$ cat src/sv/csm_pkg.sv
`default_nettype none

package csm_pkg;

    localparam int STEP_WIDTH = 24;
    localparam int TIME_WIDTH = 32;

    localparam int STEP_OUT_W = 24;
    localparam int RPM_W      = 16;
    localparam int CFG_IDX_W  = 4;
    localparam int CFG_DATA_W = 16;
    localparam int GAP_W      = 16;
    localparam int SPR_W      = 8;

    localparam int STEPS_PER_MIN_MUL = 60;
    localparam int RPM_SCALE         = 16000;
    localparam int FRAC_BITS         = 4;

    localparam int PROD_W = STEP_WIDTH + 6;
    localparam int NUM_W  = PROD_W + 14;
    localparam int HI_W   = NUM_W - RPM_W;
    localparam int REM_W  = ((TIME_WIDTH > HI_W) ? TIME_WIDTH : HI_W) + 1;
    localparam int CNT_W  = $clog2(PROD_W + 1);
    localparam int STEP_EXT_W = (STEP_WIDTH > STEP_OUT_W) ? STEP_WIDTH : STEP_OUT_W;

    localparam logic [STEP_OUT_W-1:0] STEP_OUT_MAX = '1;
    localparam logic [RPM_W-1:0]      RPM_MAX      = '1;

    localparam logic [GAP_W-1:0] MIN_RUN_RST  = GAP_W'(1000);
    localparam logic [GAP_W-1:0] MAX_GAP_RST  = GAP_W'(1000);
    localparam logic [SPR_W-1:0] SPR_RST      = SPR_W'(12);
    localparam logic [SPR_W-1:0] SETTLE_RST   = SPR_W'(3);

    localparam logic [1:0] KIND_MOVE  = 2'd0;
    localparam logic [1:0] KIND_CLEAR = 2'd1;
    localparam logic [1:0] KIND_TICK  = 2'd2;

    localparam logic [CFG_IDX_W-1:0] REG_MIN_RUN = CFG_IDX_W'(0);
    localparam logic [CFG_IDX_W-1:0] REG_MAX_GAP = CFG_IDX_W'(1);
    localparam logic [CFG_IDX_W-1:0] REG_SPR     = CFG_IDX_W'(2);
    localparam logic [CFG_IDX_W-1:0] REG_SETTLE  = CFG_IDX_W'(3);

    typedef enum logic [2:0] {
        S_IDLE,
        S_LOAD,
        S_DIV1,
        S_MUL,
        S_SAT,
        S_DIV2,
        S_DONE
    } t_state;

endpackage

`default_nettype wire

$ cat src/sv/conveyor_stall_monitor.sv
`default_nettype none

// Belt motor stall monitor. Each accepted word (move request, error clear or
// 1 ms tick) updates the monitor state in the cycle it is taken and yields one
// result word. The RPM figure is produced by a single compare-subtract unit
// that first divides steps*60 by steps_per_rev one bit per cycle, then,
// after a multiply by 16000 and a saturation check, divides by the run time;
// both divisions are skipped and the RPM is zero when timing is idle or
// steps_per_rev is zero. The input is not ready until the item's result
// has been loaded into the output register, where it waits while the next
// word is taken.
module conveyor_stall_monitor (
    input  wire logic                              i_clk,
    input  wire logic                              i_rst_n,
    input  wire logic                              i_valid,
    output logic                                   o_ready,
    input  wire logic [1:0]                        i_kind,
    input  wire logic                              i_move_value,
    input  wire logic                              i_step_edge,
    input  wire logic                              i_box_rise,
    output logic                                   o_valid,
    input  wire logic                              i_ready,
    output logic                                   o_relay_on,
    output logic                                   o_stall_error,
    output logic                                   o_check_enabled,
    output logic                                   o_box_in_position,
    output logic [csm_pkg::STEP_OUT_W-1:0]         o_step_count,
    output logic [csm_pkg::RPM_W-1:0]              o_rpm_fixed,
    input  wire logic                              i_cfg_valid,
    output logic                                   o_cfg_ready,
    input  wire logic [csm_pkg::CFG_IDX_W-1:0]     i_cfg_index,
    input  wire logic [csm_pkg::CFG_DATA_W-1:0]    i_cfg_data
);
    import csm_pkg::*;

    t_state                r_state, n_state;
    logic                  r_move, n_move;
    logic                  r_fault, n_fault;
    logic                  r_check, n_check;
    logic                  r_active, n_active;
    logic [TIME_WIDTH-1:0] r_run, n_run;
    logic [TIME_WIDTH-1:0] r_gap, n_gap;
    logic [STEP_WIDTH-1:0] r_steps, n_steps;
    logic [STEP_WIDTH-1:0] r_target, n_target;
    logic                  r_armed, n_armed;

    logic [NUM_W-1:0]      r_dvd, n_dvd;
    logic [REM_W-1:0]      r_rem, n_rem;
    logic [CNT_W-1:0]      r_cnt, n_cnt;
    logic [RPM_W-1:0]      r_rpm, n_rpm;

    logic                  r_out_valid, n_out_valid;
    logic                  r_o_relay, n_o_relay;
    logic                  r_o_fault, n_o_fault;
    logic                  r_o_check, n_o_check;
    logic                  r_o_box, n_o_box;
    logic [STEP_OUT_W-1:0] r_o_steps, n_o_steps;
    logic [RPM_W-1:0]      r_o_rpm, n_o_rpm;

    logic [GAP_W-1:0]      r_min_run;
    logic [GAP_W-1:0]      r_max_gap;
    logic [SPR_W-1:0]      r_spr;
    logic [SPR_W-1:0]      r_settle;

    logic [TIME_WIDTH-1:0] run_inc, gap_inc, t_run, t_gap;
    logic [STEP_WIDTH-1:0] steps_inc, t_steps;
    logic [STEP_WIDTH:0]   tgt_sum;
    logic                  t_chk;
    logic [REM_W-1:0]      rem_sh, dvs;
    logic                  ge;
    logic [STEP_EXT_W-1:0] steps_ext;

    assign o_cfg_ready = 1'b1;

    always_ff @(posedge i_clk) begin
        if (!i_rst_n) begin
            r_min_run <= MIN_RUN_RST;
            r_max_gap <= MAX_GAP_RST;
            r_spr     <= SPR_RST;
            r_settle  <= SETTLE_RST;
        end else if (i_cfg_valid && o_cfg_ready) begin
            case (i_cfg_index)
                REG_MIN_RUN: r_min_run <= i_cfg_data;
                REG_MAX_GAP: r_max_gap <= i_cfg_data;
                REG_SPR:     r_spr     <= i_cfg_data[SPR_W-1:0];
                REG_SETTLE:  r_settle  <= i_cfg_data[SPR_W-1:0];
                default: ;
            endcase
        end
    end

    // shared compare-subtract unit
    assign rem_sh = {r_rem[REM_W-2:0], r_dvd[NUM_W-1]};
    assign dvs    = (r_state == S_DIV2) ? REM_W'(r_run) : REM_W'(r_spr);
    assign ge     = (rem_sh >= dvs);

    assign run_inc   = (&r_run) ? r_run : r_run + 1'b1;
    assign gap_inc   = (&r_gap) ? r_gap : r_gap + 1'b1;
    assign steps_inc = (&r_steps) ? r_steps : r_steps + 1'b1;
    assign steps_ext = STEP_EXT_W'(r_steps);

    always_comb begin
        n_state     = r_state;
        n_move      = r_move;
        n_fault     = r_fault;
        n_check     = r_check;
        n_active    = r_active;
        n_run       = r_run;
        n_gap       = r_gap;
        n_steps     = r_steps;
        n_target    = r_target;
        n_armed     = r_armed;
        n_dvd       = r_dvd;
        n_rem       = r_rem;
        n_cnt       = r_cnt;
        n_rpm       = r_rpm;
        n_out_valid = r_out_valid;
        n_o_relay   = r_o_relay;
        n_o_fault   = r_o_fault;
        n_o_check   = r_o_check;
        n_o_box     = r_o_box;
        n_o_steps   = r_o_steps;
        n_o_rpm     = r_o_rpm;
        t_run       = '0;
        t_gap       = '0;
        t_steps     = r_steps;
        t_chk       = r_check;
        tgt_sum     = '0;
        o_ready     = (r_state == S_IDLE);

        if (r_out_valid && i_ready) begin
            n_out_valid = 1'b0;
        end

        case (r_state)
            S_IDLE: begin
                if (i_valid) begin
                    n_state = S_LOAD;
                    case (i_kind)
                        KIND_MOVE: begin
                            n_move = r_fault ? 1'b0 : i_move_value;
                        end
                        KIND_CLEAR: begin
                            n_fault = 1'b0;
                        end
                        KIND_TICK: begin
                            if (!r_move) begin
                                n_steps  = '0;
                                n_run    = '0;
                                n_gap    = '0;
                                n_active = 1'b0;
                                n_armed  = 1'b0;
                            end else begin
                                t_run   = r_active ? run_inc : '0;
                                t_gap   = r_active ? gap_inc : '0;
                                t_chk   = r_check | (t_run >= TIME_WIDTH'(r_min_run));
                                t_steps = i_step_edge ? steps_inc : r_steps;
                                if (i_step_edge) begin
                                    t_gap = '0;
                                end
                                if (i_box_rise) begin
                                    tgt_sum  = {1'b0, t_steps} + (STEP_WIDTH + 1)'(r_settle);
                                    n_target = tgt_sum[STEP_WIDTH] ? '1 :
                                               tgt_sum[STEP_WIDTH-1:0];
                                    n_armed  = 1'b1;
                                end
                                if (t_chk && (t_gap > TIME_WIDTH'(r_max_gap))) begin
                                    n_fault = 1'b1;
                                end
                                n_active = 1'b1;
                                n_run    = t_run;
                                n_gap    = t_gap;
                                n_check  = t_chk;
                                n_steps  = t_steps;
                            end
                        end
                        default: ;
                    endcase
                end
            end
            S_LOAD: begin
                n_rem = '0;
                n_cnt = '0;
                n_dvd = {PROD_W'(r_steps) * PROD_W'(STEPS_PER_MIN_MUL),
                         (NUM_W - PROD_W)'(0)};
                if (!r_active || (r_spr == '0)) begin
                    n_rpm   = '0;
                    n_state = S_DONE;
                end else begin
                    n_state = S_DIV1;
                end
            end
            S_DIV1: begin
                n_rem = ge ? rem_sh - dvs : rem_sh;
                n_dvd = {r_dvd[NUM_W-2:0], ge};
                n_cnt = r_cnt + 1'b1;
                if (r_cnt == CNT_W'(PROD_W - 1)) begin
                    n_state = S_MUL;
                end
            end
            S_MUL: begin
                n_dvd   = NUM_W'(NUM_W'(r_dvd[PROD_W-1:0]) * NUM_W'(RPM_SCALE));
                n_state = S_SAT;
            end
            S_SAT: begin
                n_cnt = '0;
                if (r_run == '0) begin
                    n_rpm   = (r_dvd != '0) ? RPM_MAX : '0;
                    n_state = S_DONE;
                end else if (REM_W'(r_dvd[NUM_W-1:RPM_W]) >= REM_W'(r_run)) begin
                    n_rpm   = RPM_MAX;
                    n_state = S_DONE;
                end else begin
                    n_rem   = REM_W'(r_dvd[NUM_W-1:RPM_W]);
                    n_dvd   = {r_dvd[RPM_W-1:0], HI_W'(0)};
                    n_state = S_DIV2;
                end
            end
            S_DIV2: begin
                n_rem = ge ? rem_sh - dvs : rem_sh;
                n_dvd = {r_dvd[NUM_W-2:0], ge};
                n_cnt = r_cnt + 1'b1;
                if (r_cnt == CNT_W'(RPM_W - 1)) begin
                    n_rpm   = {r_dvd[RPM_W-2:0], ge};
                    n_state = S_DONE;
                end
            end
            S_DONE: begin
                if (!r_out_valid || i_ready) begin
                    n_out_valid = 1'b1;
                    n_o_relay   = r_move & ~r_fault;
                    n_o_fault   = r_fault;
                    n_o_check   = r_check;
                    n_o_box     = r_armed && (r_steps >= r_target);
                    n_o_steps   = (steps_ext > STEP_EXT_W'(STEP_OUT_MAX)) ? STEP_OUT_MAX :
                                  steps_ext[STEP_OUT_W-1:0];
                    n_o_rpm     = r_rpm;
                    n_state     = S_IDLE;
                end
            end
            default: begin
                n_state = S_IDLE;
            end
        endcase
    end

    always_ff @(posedge i_clk) begin
        if (!i_rst_n) begin
            r_state     <= S_IDLE;
            r_move      <= 1'b0;
            r_fault     <= 1'b0;
            r_check     <= 1'b0;
            r_active    <= 1'b0;
            r_run       <= '0;
            r_gap       <= '0;
            r_steps     <= '0;
            r_target    <= '0;
            r_armed     <= 1'b0;
            r_cnt       <= '0;
            r_out_valid <= 1'b0;
        end else begin
            r_state     <= n_state;
            r_move      <= n_move;
            r_fault     <= n_fault;
            r_check     <= n_check;
            r_active    <= n_active;
            r_run       <= n_run;
            r_gap       <= n_gap;
            r_steps     <= n_steps;
            r_target    <= n_target;
            r_armed     <= n_armed;
            r_cnt       <= n_cnt;
            r_out_valid <= n_out_valid;
        end
    end

    always_ff @(posedge i_clk) begin
        r_dvd     <= n_dvd;
        r_rem     <= n_rem;
        r_rpm     <= n_rpm;
        r_o_relay <= n_o_relay;
        r_o_fault <= n_o_fault;
        r_o_check <= n_o_check;
        r_o_box   <= n_o_box;
        r_o_steps <= n_o_steps;
        r_o_rpm   <= n_o_rpm;
    end

    assign o_valid           = r_out_valid;
    assign o_relay_on        = r_o_relay;
    assign o_stall_error     = r_o_fault;
    assign o_check_enabled   = r_o_check;
    assign o_box_in_position = r_o_box;
    assign o_step_count      = r_o_steps;
    assign o_rpm_fixed       = r_o_rpm;

endmodule

`default_nettype wire

$ cat config.mk
export PLATFORM = sky130hd
export DESIGN_NAME = conveyor_stall_monitor
export DESIGN_NICKNAME = d
export VERILOG_FILES = /design/src/sv/csm_pkg.sv /design/src/sv/conveyor_stall_monitor.sv
export SDC_FILE = /design/constraint.sdc
export NUM_CORES = 1
export LEC_CHECK = 0
export ABC_AREA = 1
export BUFFER_PORTS_ARGS = -buffer_cell sky130_fd_sc_hd__buf_2
export CAP_MARGIN = 20
export CORE_ASPECT_RATIO = 1.2
export CORE_UTILIZATION = 25
export DETAILED_ROUTE_END_ITERATION = 12
export HOLD_SLACK_MARGIN = 0.06
export PLACE_DENSITY_LB_ADDON = 0.08
export SLEW_MARGIN = 20
export SYNTH_ARGS = -nofsm -noshare
export SYNTH_HDL_FRONTEND = slang
export SYNTH_SLANG_ARGS = --single-unit
$ cat constraint.sdc
create_clock -name i_clk -period 5.1 [get_ports i_clk]
set_input_delay 0.51 -clock i_clk [delete_from_list [all_inputs] [get_ports i_clk]]
set_output_delay 0.51 -clock i_clk [all_outputs]
set_load 0.005 [all_outputs]
Word-level counts from Yosys, hierarchy flattened
Cells that the tools add are included.

word-level totals
  word-level logic and storage cells = 152
  bits in registers = 310

operators by class
  equality and inequality tests = 24
  add/sub/neg operators = 6
  multiply operators = 2
  reduce and logical (&&, ||, !) cells = 38
  order comparisons = 6
  muxes and demuxes = 48
  bitwise logic cells = 3

operators by type and width
  operator               number
  $mux 32                15
  $pmux 44 s4            1
  $mux 24                4
  $pmux 32 s3            1
  $mux 44                2
  $mux 16                5
  $add 32x1->32 const B  2
  $reduce_and 32->1      2
  $pmux 16 s3            1
  $reduce_bool 44->1     1
  $mul 30x7->37 const B  1
  $ge 33x32->1           1
  $ge 28x32->1           1
  $ge 32x16->1           1
  $gt 32x16->1           1
  $logic_not 32->1       1
  $sub 32x32->32         1
  $mul 24x4->28 const B  1
  $add 24x8->25          1
  $add 24x1->24 const B  1
  $ge 24x24->1           1
  $gt 24x24->1 const B   1
  $reduce_and 24->1      1
  $pmux 3 s7             1
  other kinds (36)       79

Longest topological paths before layout
Gate-level depths: netlist of run 1.

  depth in word-level cells = 13
  gate-level depth with buffers = 31
  gate-level depth less buffers = 31

Worst setup path after synthesis of run 1
Ideal clock, no wire load.

  path kind = register -> register
  start = reg r_dvd[2]
  end = reg r_dvd[43] (data pin)
  arrival time = 4342 ps
  path buffers = 0
  data required time = 4838 ps
  cell stages (with the launch flop) = 22
  period minus slack after synthesis = 4603 ps
  path slack = 497 ps
  setup time = 262 ps
  cells stage by stage = edfxtp_1 -> inv_1 -> fa_1 -> fa_1 -> fa_1 -> fa_1 -> inv_1 -> ha_1 -> nand2_1 -> nand2_1 -> o21bai_1 -> nor2_1 -> o21ai_0 -> nand3_1 -> nand3_1 -> nand3_1 -> nand3_1 -> nand2_1 -> nand2_1 -> or2_2 -> nand3_1 -> nand3_1

on the way
  word-level cells in the longest chain between the ends = 2

ends and longest elaborated chain
  what                      line                           source
  start: declaration        conveyor_stall_monitor.sv:47   logic [NUM_W-1:0] r_dvd, n_dvd;
  start signal: assignment  conveyor_stall_monitor.sv:278  r_dvd <= n_dvd;
  $mul 30x7->37             conveyor_stall_monitor.sv:202  n_dvd = NUM_W'(NUM_W'(r_dvd[PROD_W-1:0]) * NUM_W'(RPM_SCALE));
  $pmux 44 s4               conveyor_stall_monitor.sv:135  case (r_state)
  via n_dvd[43]             conveyor_stall_monitor.sv:47

The timed path passes the listed nets, and every way through them passes these cells.
A chain may end at the register's enable or synchronous reset.

Final worst setup path of run 1
  start = reg r_dvd[9]
  end = reg r_dvd[40] (data pin)

The elaborated chain is that of the path after synthesis.

==> results.json, run 1 <==
{
  "finalHoldViolCount": 0,
  "cts_hold_buf": 0,
  "yosysSeqAreaShare_pct": 27.37,
  "slowest_stage": "fa_1",
  "wl_met1_um": 47290,
  "clock-root-buffer": "clkbuf_16",
  "cpPeakStageDelay_ps": 540,
  "drv_cap": 0,
  "insertedDiodeCount": 0,
  "fillers": 12010,
  "drt_wl_total_um": 107000,
  "whs_endpoint": "r_move$_SDFFE_PN0P_",
  "dieArea_mm2": 0.1119,
  "hold_path_depth": 3,
  "synth_cell_types": 62,
  "grt_pass1_wl_um": 162600,
  "hpwlAfterDp_um": 85660,
  "critPathCaptureType": "flip-flop",
  "cts.sinks": 310,
  "syn_nets": 4115,
  "critPathMaxFanout": 7,
  "path_buf_inv": 3,
  "ios": 77,
  "crit_family": "adder cells",
  "highest_layer": "met4",
  "yosysMostFrequentCell": "nand2_1",
  "syn_to_final_growth_pct": 15.99,
  "regToRegSetupSlack_ps": 270,
  "antenna_found_initial": 6,
  "core_mm2": 0.1097,
  "required_ps": 5440,
  "gp_congestion": 0.8790,
  "num_vias": 24430,
  "fin_nets": 4273,
  "vias_per_cell": 4.646,
  "wire_per_inst_um": 20.36,
  "crit_type": "reg2reg",
  "ys_ff_latch": 310,
  "ctsHtreeMaxLevel": 2,
  "die_x_um": 305.6,
  "die_h_um": 366.3,
  "crit_top_cell": "fa_1",
  "synth_top_area_share_pct": 14.77,
  "fin_ws_ps": 271.5,
  "fmax_mhz": 207.1,
  "reg2reg_depth": 20,
  "syn_area_per_cell_um2": 7.576,
  "drc": 0,
  "cp_cell_sequence": "buf_4, fa_1, inv_1, fa_1, fa_1, fa_1, inv_1, ha_1, a21oi_1, nor2_1, nor2_1, o21ai_0, nand2_1, nand3_2, a21o_1, nand2_1, nand2_1, or2_2, nand3_1, nand3_1",
  "min-delay-path-class": "in2reg",
  "clock_latency_ps": 620,
  "grt_overflow_total": 0,
  "drt-pass1-iter-count": 5,
  "critPathLaunchType": "flip-flop",
  "fin_crit_sh_pct": 94.68,
  "grt_max_degree": 72,
  "synthTopCellsByArea": "edfxtp_1 15%, dfxtp_1 13%, ha_1 13%, fa_1 11%, nand2_1 10%",
  "finalSetupTns_ps": 0,
  "drtAntennaViolNets": 0,
  "grt_pass1_vias": 25290,
  "synth_cells": 3650,
  "cts_made_buffers": 41,
  "syn_area_mm2": 0.02765,
  "async_flop_share_pct": 0,
  "drv_slew": 0,
  "dpl_worst_slack_ps": 109.6,
  "setup_violations": 0,
  "path_clk_slew_ps": 70,
  "portBuffers": 75,
  "synth_edf_count": 136,
  "cp.arrival_ps": 5160,
  "wl_met3_um": 2733,
  "fin_worst_skew_ps": 26.23,
  "r2r-start": "r_dvd[9]$_DFFE_PP_",
  "r2r_end": "r_dvd[40]$_DFFE_PP_",
  "synth_common_cells": "768 x nand2_1, 507 x inv_1, 337 x nor2_1, 332 x a21oi_1, 278 x ha_1",
  "synth_flop_cell": "dfxtp_1",
  "grt_usage_pct": 19.23,
  "drive_gt1_share_pct": 10.78,
  "hold_start": "i_move_value",
  "row_count": 133,
  "worstMarginPinSlew_ps": 1017,
  "drt-initial-drc-count": 1422,
  "initial_utilization_pct": 25.21,
  "status": "completed",
  "cts_tree": "yes",
  "synth_top_area_cell": "edfxtp_1",
  "wl_met2_um": 54930,
  "post-route-util_pct": 29.25,
  "slew_headroom_pct": 31.80,
  "cts_buffer_depth": 3,
  "yosys_warnings": 0,
  "min_period_ps": 4829
}
[tightest hold or removal path: stages]
cell and delay (ps):
buf_2 100, nand2_1 50, a211oi_1 60
[sequential cells by signal, indices dropped and copies added, names as in the netlist, 24 cells and up]
signal / count
r_rem: 32
r_gap: 32
r_steps: 24
r_target: 24
o_step_count: 24
r_run: 32
r_dvd: 44
[metal layers]
layer	vias up	track usage, %
met1	11630	24.09
li1	12370	-
met5	-	0
met4	0	4.117
met3	89	1.741
met2	343	35.34
[per-stage QoR]
stage / cells / instance area, µm² / hold slack (ps)
after floorplan: 3650 / 27650 / 400.3
after global placement: 5177 / 30520 / 401.1
after detailed placement: 5178 / 30540 / 405.2
after CTS: 5253 / 31980 / 101.8
after global routing: 5257 / 32070 / 135.1
final: 5257 / 32070 / 153.5
[worst max-delay path by stage]
stage	slack, ps	end	cells after the start	startpoint
3_5_place_dp	110	r_dvd[31]$_DFFE_PP_	22	r_dvd[2]$_DFFE_PP_
3_3_place_gp	70	r_dvd[31]$_DFFE_PP_	22	r_dvd[2]$_DFFE_PP_
5_1_grt	-5	r_dvd[43]$_DFFE_PP_	20	r_dvd[5]$_DFFE_PP_
6_report	270	r_dvd[40]$_DFFE_PP_	20	r_dvd[9]$_DFFE_PP_
2_1_floorplan	500	r_dvd[43]$_DFFE_PP_	21	r_dvd[2]$_DFFE_PP_
4_1_cts	90	r_dvd[31]$_DFFE_PP_	22	r_dvd[2]$_DFFE_PP_
[timing repair]
item	in CTS	in global routing
endpoints found under the setup margin	0	18
setup buffers	0	4
resized for setup	0	32
endpoints found under the hold margin	0	0
[area by class of cell]
class	instances	area, µm²	share of cell area [%]
inverters	525	1984	6.187
well taps	1417	1773	5.528
multi-input cells	2698	17740	55.31
clock buffers	58	1222	3.811
repair buffers	232	1562	4.869
clock inverters	17	224.0	0.6983
flip-flops and latches	310	7567	23.59
[placed cells by master, fill, tap and decap left out, drive strengths merged, types with 31 or more instances in the layout]
master	netlist	final
a21oi	343	343
buf	18	232
clkbuf	99	58
dfxtp	174	174
edfxtp	136	136
fa	157	157
ha	278	278
inv	518	522
nand2	778	778
nand3	154	154
nand4	55	55
nor2	354	354
nor3	44	44
o21ai	235	235
o22ai	31	31
xor2	69	69
[cell families (layout without fill, tap and decap cells)]
group | count (synthesis) | count (layout) | share of synthesized area (%)
DFF | 310 | 310 | 27.37
adders and majority gates | 435 | 435 | 23.95
buffers and inverters | 642 | 832 | 8.846
AOI/OAI and AO/OA | 728 | 728 | 14.56
other | 1 | 1 | 0.01356
xor gates and xnor gates | 99 | 99 | 3.231
and+or+nand+nor | 1435 | 1435 | 22.04
Power of run 1 is left out: the tool's default activity adds up to more than one toggle a clock period on the data nets, which glitch-free logic cannot reach.
==> run 2, diff against run 1 <==
- ABC_AREA: 1 -> unset
==> run 2 against run 1 <==
Against the previous run:
- the run now ends with setup timing left
- routed wire length down 5.8%
- clock-buffer cell count fell by 3
- final area up 2.8%
- non-clock buffer count rose by 112
- first-iteration DRC count grew 6.7%
- register-to-register slack got worse by 360 ps
- global-route usage fell by 1.4 points
- critical path depth fell by 1
- cell count down 9.7%
- worst hold slack improved by 18 ps
- core utilization grew 0.85 points
==> results.json, run 2 <==
{
  "grt_pass1_vias": 23990,
  "synth_cell_types": 99,
  "cpPeakStageDelay_ps": 510,
  "timing.hold.ws_ps": 171.5,
  "leakagePower_uw": 0.01377,
  "final_common_cell": "ha_1",
  "dpl_cell_area_mm2": 0.03098,
  "p_clk_share_pct": 14.9,
  "p_seq_share_pct": 14.3,
  "crit_family": "adder cells",
  "core_mm2": 0.1095,
  "p_int_uw": 11180,
  "syn_area_per_cell_um2": 9.010,
  "fin_nets": 3759,
  "yosysSeqAreaShare_pct": 27.46,
  "insertedDiodeCount": 0,
  "grt_overflow_total": 0,
  "synth_top_area_share_pct": 14.82,
  "path_buf_inv": 6,
  "min-delay-path-class": "in2reg",
  "drive_gt1_share_pct": 16.47,
  "cts_tree": "yes",
  "synth_top_area_cell": "edfxtp_1",
  "required_ps": 5440,
  "ys_ff_latch": 310,
  "drt_wl_total_um": 100800,
  "synth_common_cells": "282 x inv_1, 278 x ha_1, 255 x nand2_1, 209 x nor2_1, 184 x a21oi_1",
  "grt_max_degree": 50,
  "syn_area_mm2": 0.02756,
  "dieArea_mm2": 0.1116,
  "yosysMostFrequentCell": "inv_1",
  "fin_worst_skew_ps": 33.40,
  "grt_pass1_wl_um": 152100,
  "syn_nets": 3524,
  "synth_cells": 3059,
  "dpl_worst_slack_ps": -263.2,
  "ios": 77,
  "drtAntennaViolNets": 0,
  "num_vias": 23530,
  "vias_per_cell": 4.958,
  "top_register": "r_dvd",
  "antenna_found_initial": 0,
  "syn_to_final_growth_pct": 19.58,
  "die_x_um": 305.1,
  "die_h_um": 365.7,
  "critPathLaunchType": "flip-flop",
  "layout_common_cells": "268 x ha_1, 264 x buf_4, 259 x inv_1",
  "pwr_density_cell_mw_per_mm2": 620.6,
  "portBuffers": 75,
  "fmax_mhz": 192.8,
  "largest_reg_flops": 44,
  "ctsHtreeMaxLevel": 2,
  "cts_hold_buf": 0,
  "synth_flop_cell": "dfxtp_1",
  "critPathCaptureType": "flip-flop",
  "path_clk_slew_ps": 60,
  "p_sw_share_pct": 45.35,
  "drv_slew": 0,
  "share_comb_of_total_power_pct": 70.8,
  "layoutNonFillerInstCount": 4745,
  "gp_congestion": 0.8818,
  "crit_type": "reg2reg",
  "drc": 0,
  "initial_utilization_pct": 25.17,
  "cts_made_buffers": 43,
  "worstMarginPinSlew_ps": 980.5,
  "violations": "setup timing",
  "cts.sinks": 310,
  "hpwlAfterDp_um": 78830,
  "ir_drop_uv": 673.9,
  "fin_crit_sh_pct": 101.7,
  "setup_violations": 1,
  "rsz0062_at_grt": "true",
  "min_period_ps": 5187,
  "drt-initial-drc-count": 1517,
  "synthTopCellsByArea": "edfxtp_1 15%, dfxtp_1 13%, ha_1 13%, fa_1 11%, inv_1 3.8%",
  "wire_per_inst_um": 21.24,
  "slew_headroom_pct": 34.56,
  "design_area_mm2": 0.03296,
  "finalHoldViolCount": 0,
  "yosys_warnings": 0,
  "clock-root-buffer": "clkbuf_16",
  "synth_edf_count": 136,
  "clock_latency_ps": 610,
  "status": "finished with violations",
  "slowest_stage": "fa_1",
  "drt-pass1-iter-count": 5,
  "row_count": 133,
  "critPathMaxFanout": 4,
  "fin_ws_ps": -86.66,
  "async_flop_share_pct": 0,
  "cp.arrival_ps": 5530,
  "placed_cells": 4637,
  "grt_usage_pct": 17.84,
  "cp_cell_sequence": "buf_4, buf_4, buf_4, ha_4, inv_2, fa_1, fa_1, fa_1, inv_2, ha_4, inv_2, o21ai_2, a2111o_1, a221oi_2, a21oi_2, a21boi_2, a311oi_4, mux2i_1, or4b_1",
  "cts_buffer_depth": 3,
  "drv_cap": 0,
  "p_switching_uw": 9276,
  "finalSetupTns_ps": -86.66
}
run 2: cell type report:
type,count,area (µm²)
fill,11610,76540
multi-input combinational,2312,18720
sequential,310,7570
timing repair buffer,344,2437
tap,1417,1773
clock buffer,55,1161
inverter,283,1074
clock inverter,24,225.2
run 2: path summary, 6_finish.rpt:
check	start	to	slack, ps	depth (start not counted)
setup / recovery	r_dvd[11]$_DFFE_PP_	r_dvd[43]$_DFFE_PP_	-90	19
hold / removal	i_cfg_data[13]	r_min_run[13]$_SDFFE_PN0P_	170	3
setup reg to reg	r_dvd[11]$_DFFE_PP_	r_dvd[43]$_DFFE_PP_	-90	19
hold reg to reg	r_rpm[2]$_DFFE_PP_	o_rpm_fixed[2]$_DFFE_PP_	420	0
run 2: layer usage:
layer  vias up  track usage, %  share of wire (%)
met5         -               0                  0
met1     11590           22.65                 44
met3       122           1.921                3.3
met4         0           5.818                3.3
li1      11350               -                  -
met2       465           31.32                 50
run 2: cell families after synthesis:
family                     Yosys count  synth area share, %
and+or+nand+nor                    911                16.63
AOI/OAI and AO/OA                  735                18.06
buffers and inverters              437                6.174
adders and majority gates          435                24.03
DFF                                310                27.46
xor gates and xnor gates           158                5.021
muxes                               72                2.624
other                                1              0.01361
run 2: stage by stage:
step,total power [µW],utilization (%)
2_1_floorplan,10390,-
3_3_place_gp,15890,28.29
3_5_place_dp,15860,28.30
4_1_cts,19300,29.67
5_1_grt,22050,30.10
6_report,20450,30.10
run 2: worst reg2reg max path, stage by stage (launching register included):
cell and delay, ps:
edfxtp_1 450, buf_4 170, buf_4 120, buf_4 130
ha_4 250, inv_2 30, fa_1 470, fa_1 500
fa_1 510, inv_2 50, ha_4 230, inv_2 60
o21ai_2 50, a2111o_1 430, a221oi_2 320, a21oi_2 140
a21boi_2 260, a311oi_4 140, mux2i_1 130, or4b_1 480
run 2: what timing repair did:
action,4_1_cts,5_1_grt
gates resized for setup,16,71
buffers inserted,10,20
setup endpoints to repair,13,21
pin swaps,15,52
run 2: power groups by stage:
stage	logic, µW	registers, µW	clock network [µW]
finish	14500	2930	3050
global route	15900	2940	3250
CTS	13200	2920	3170
detailed placement	12900	2970	0
global placement	12900	2970	0
floorplan	7420	2970	0
Power figures use the tool's default switching activity.
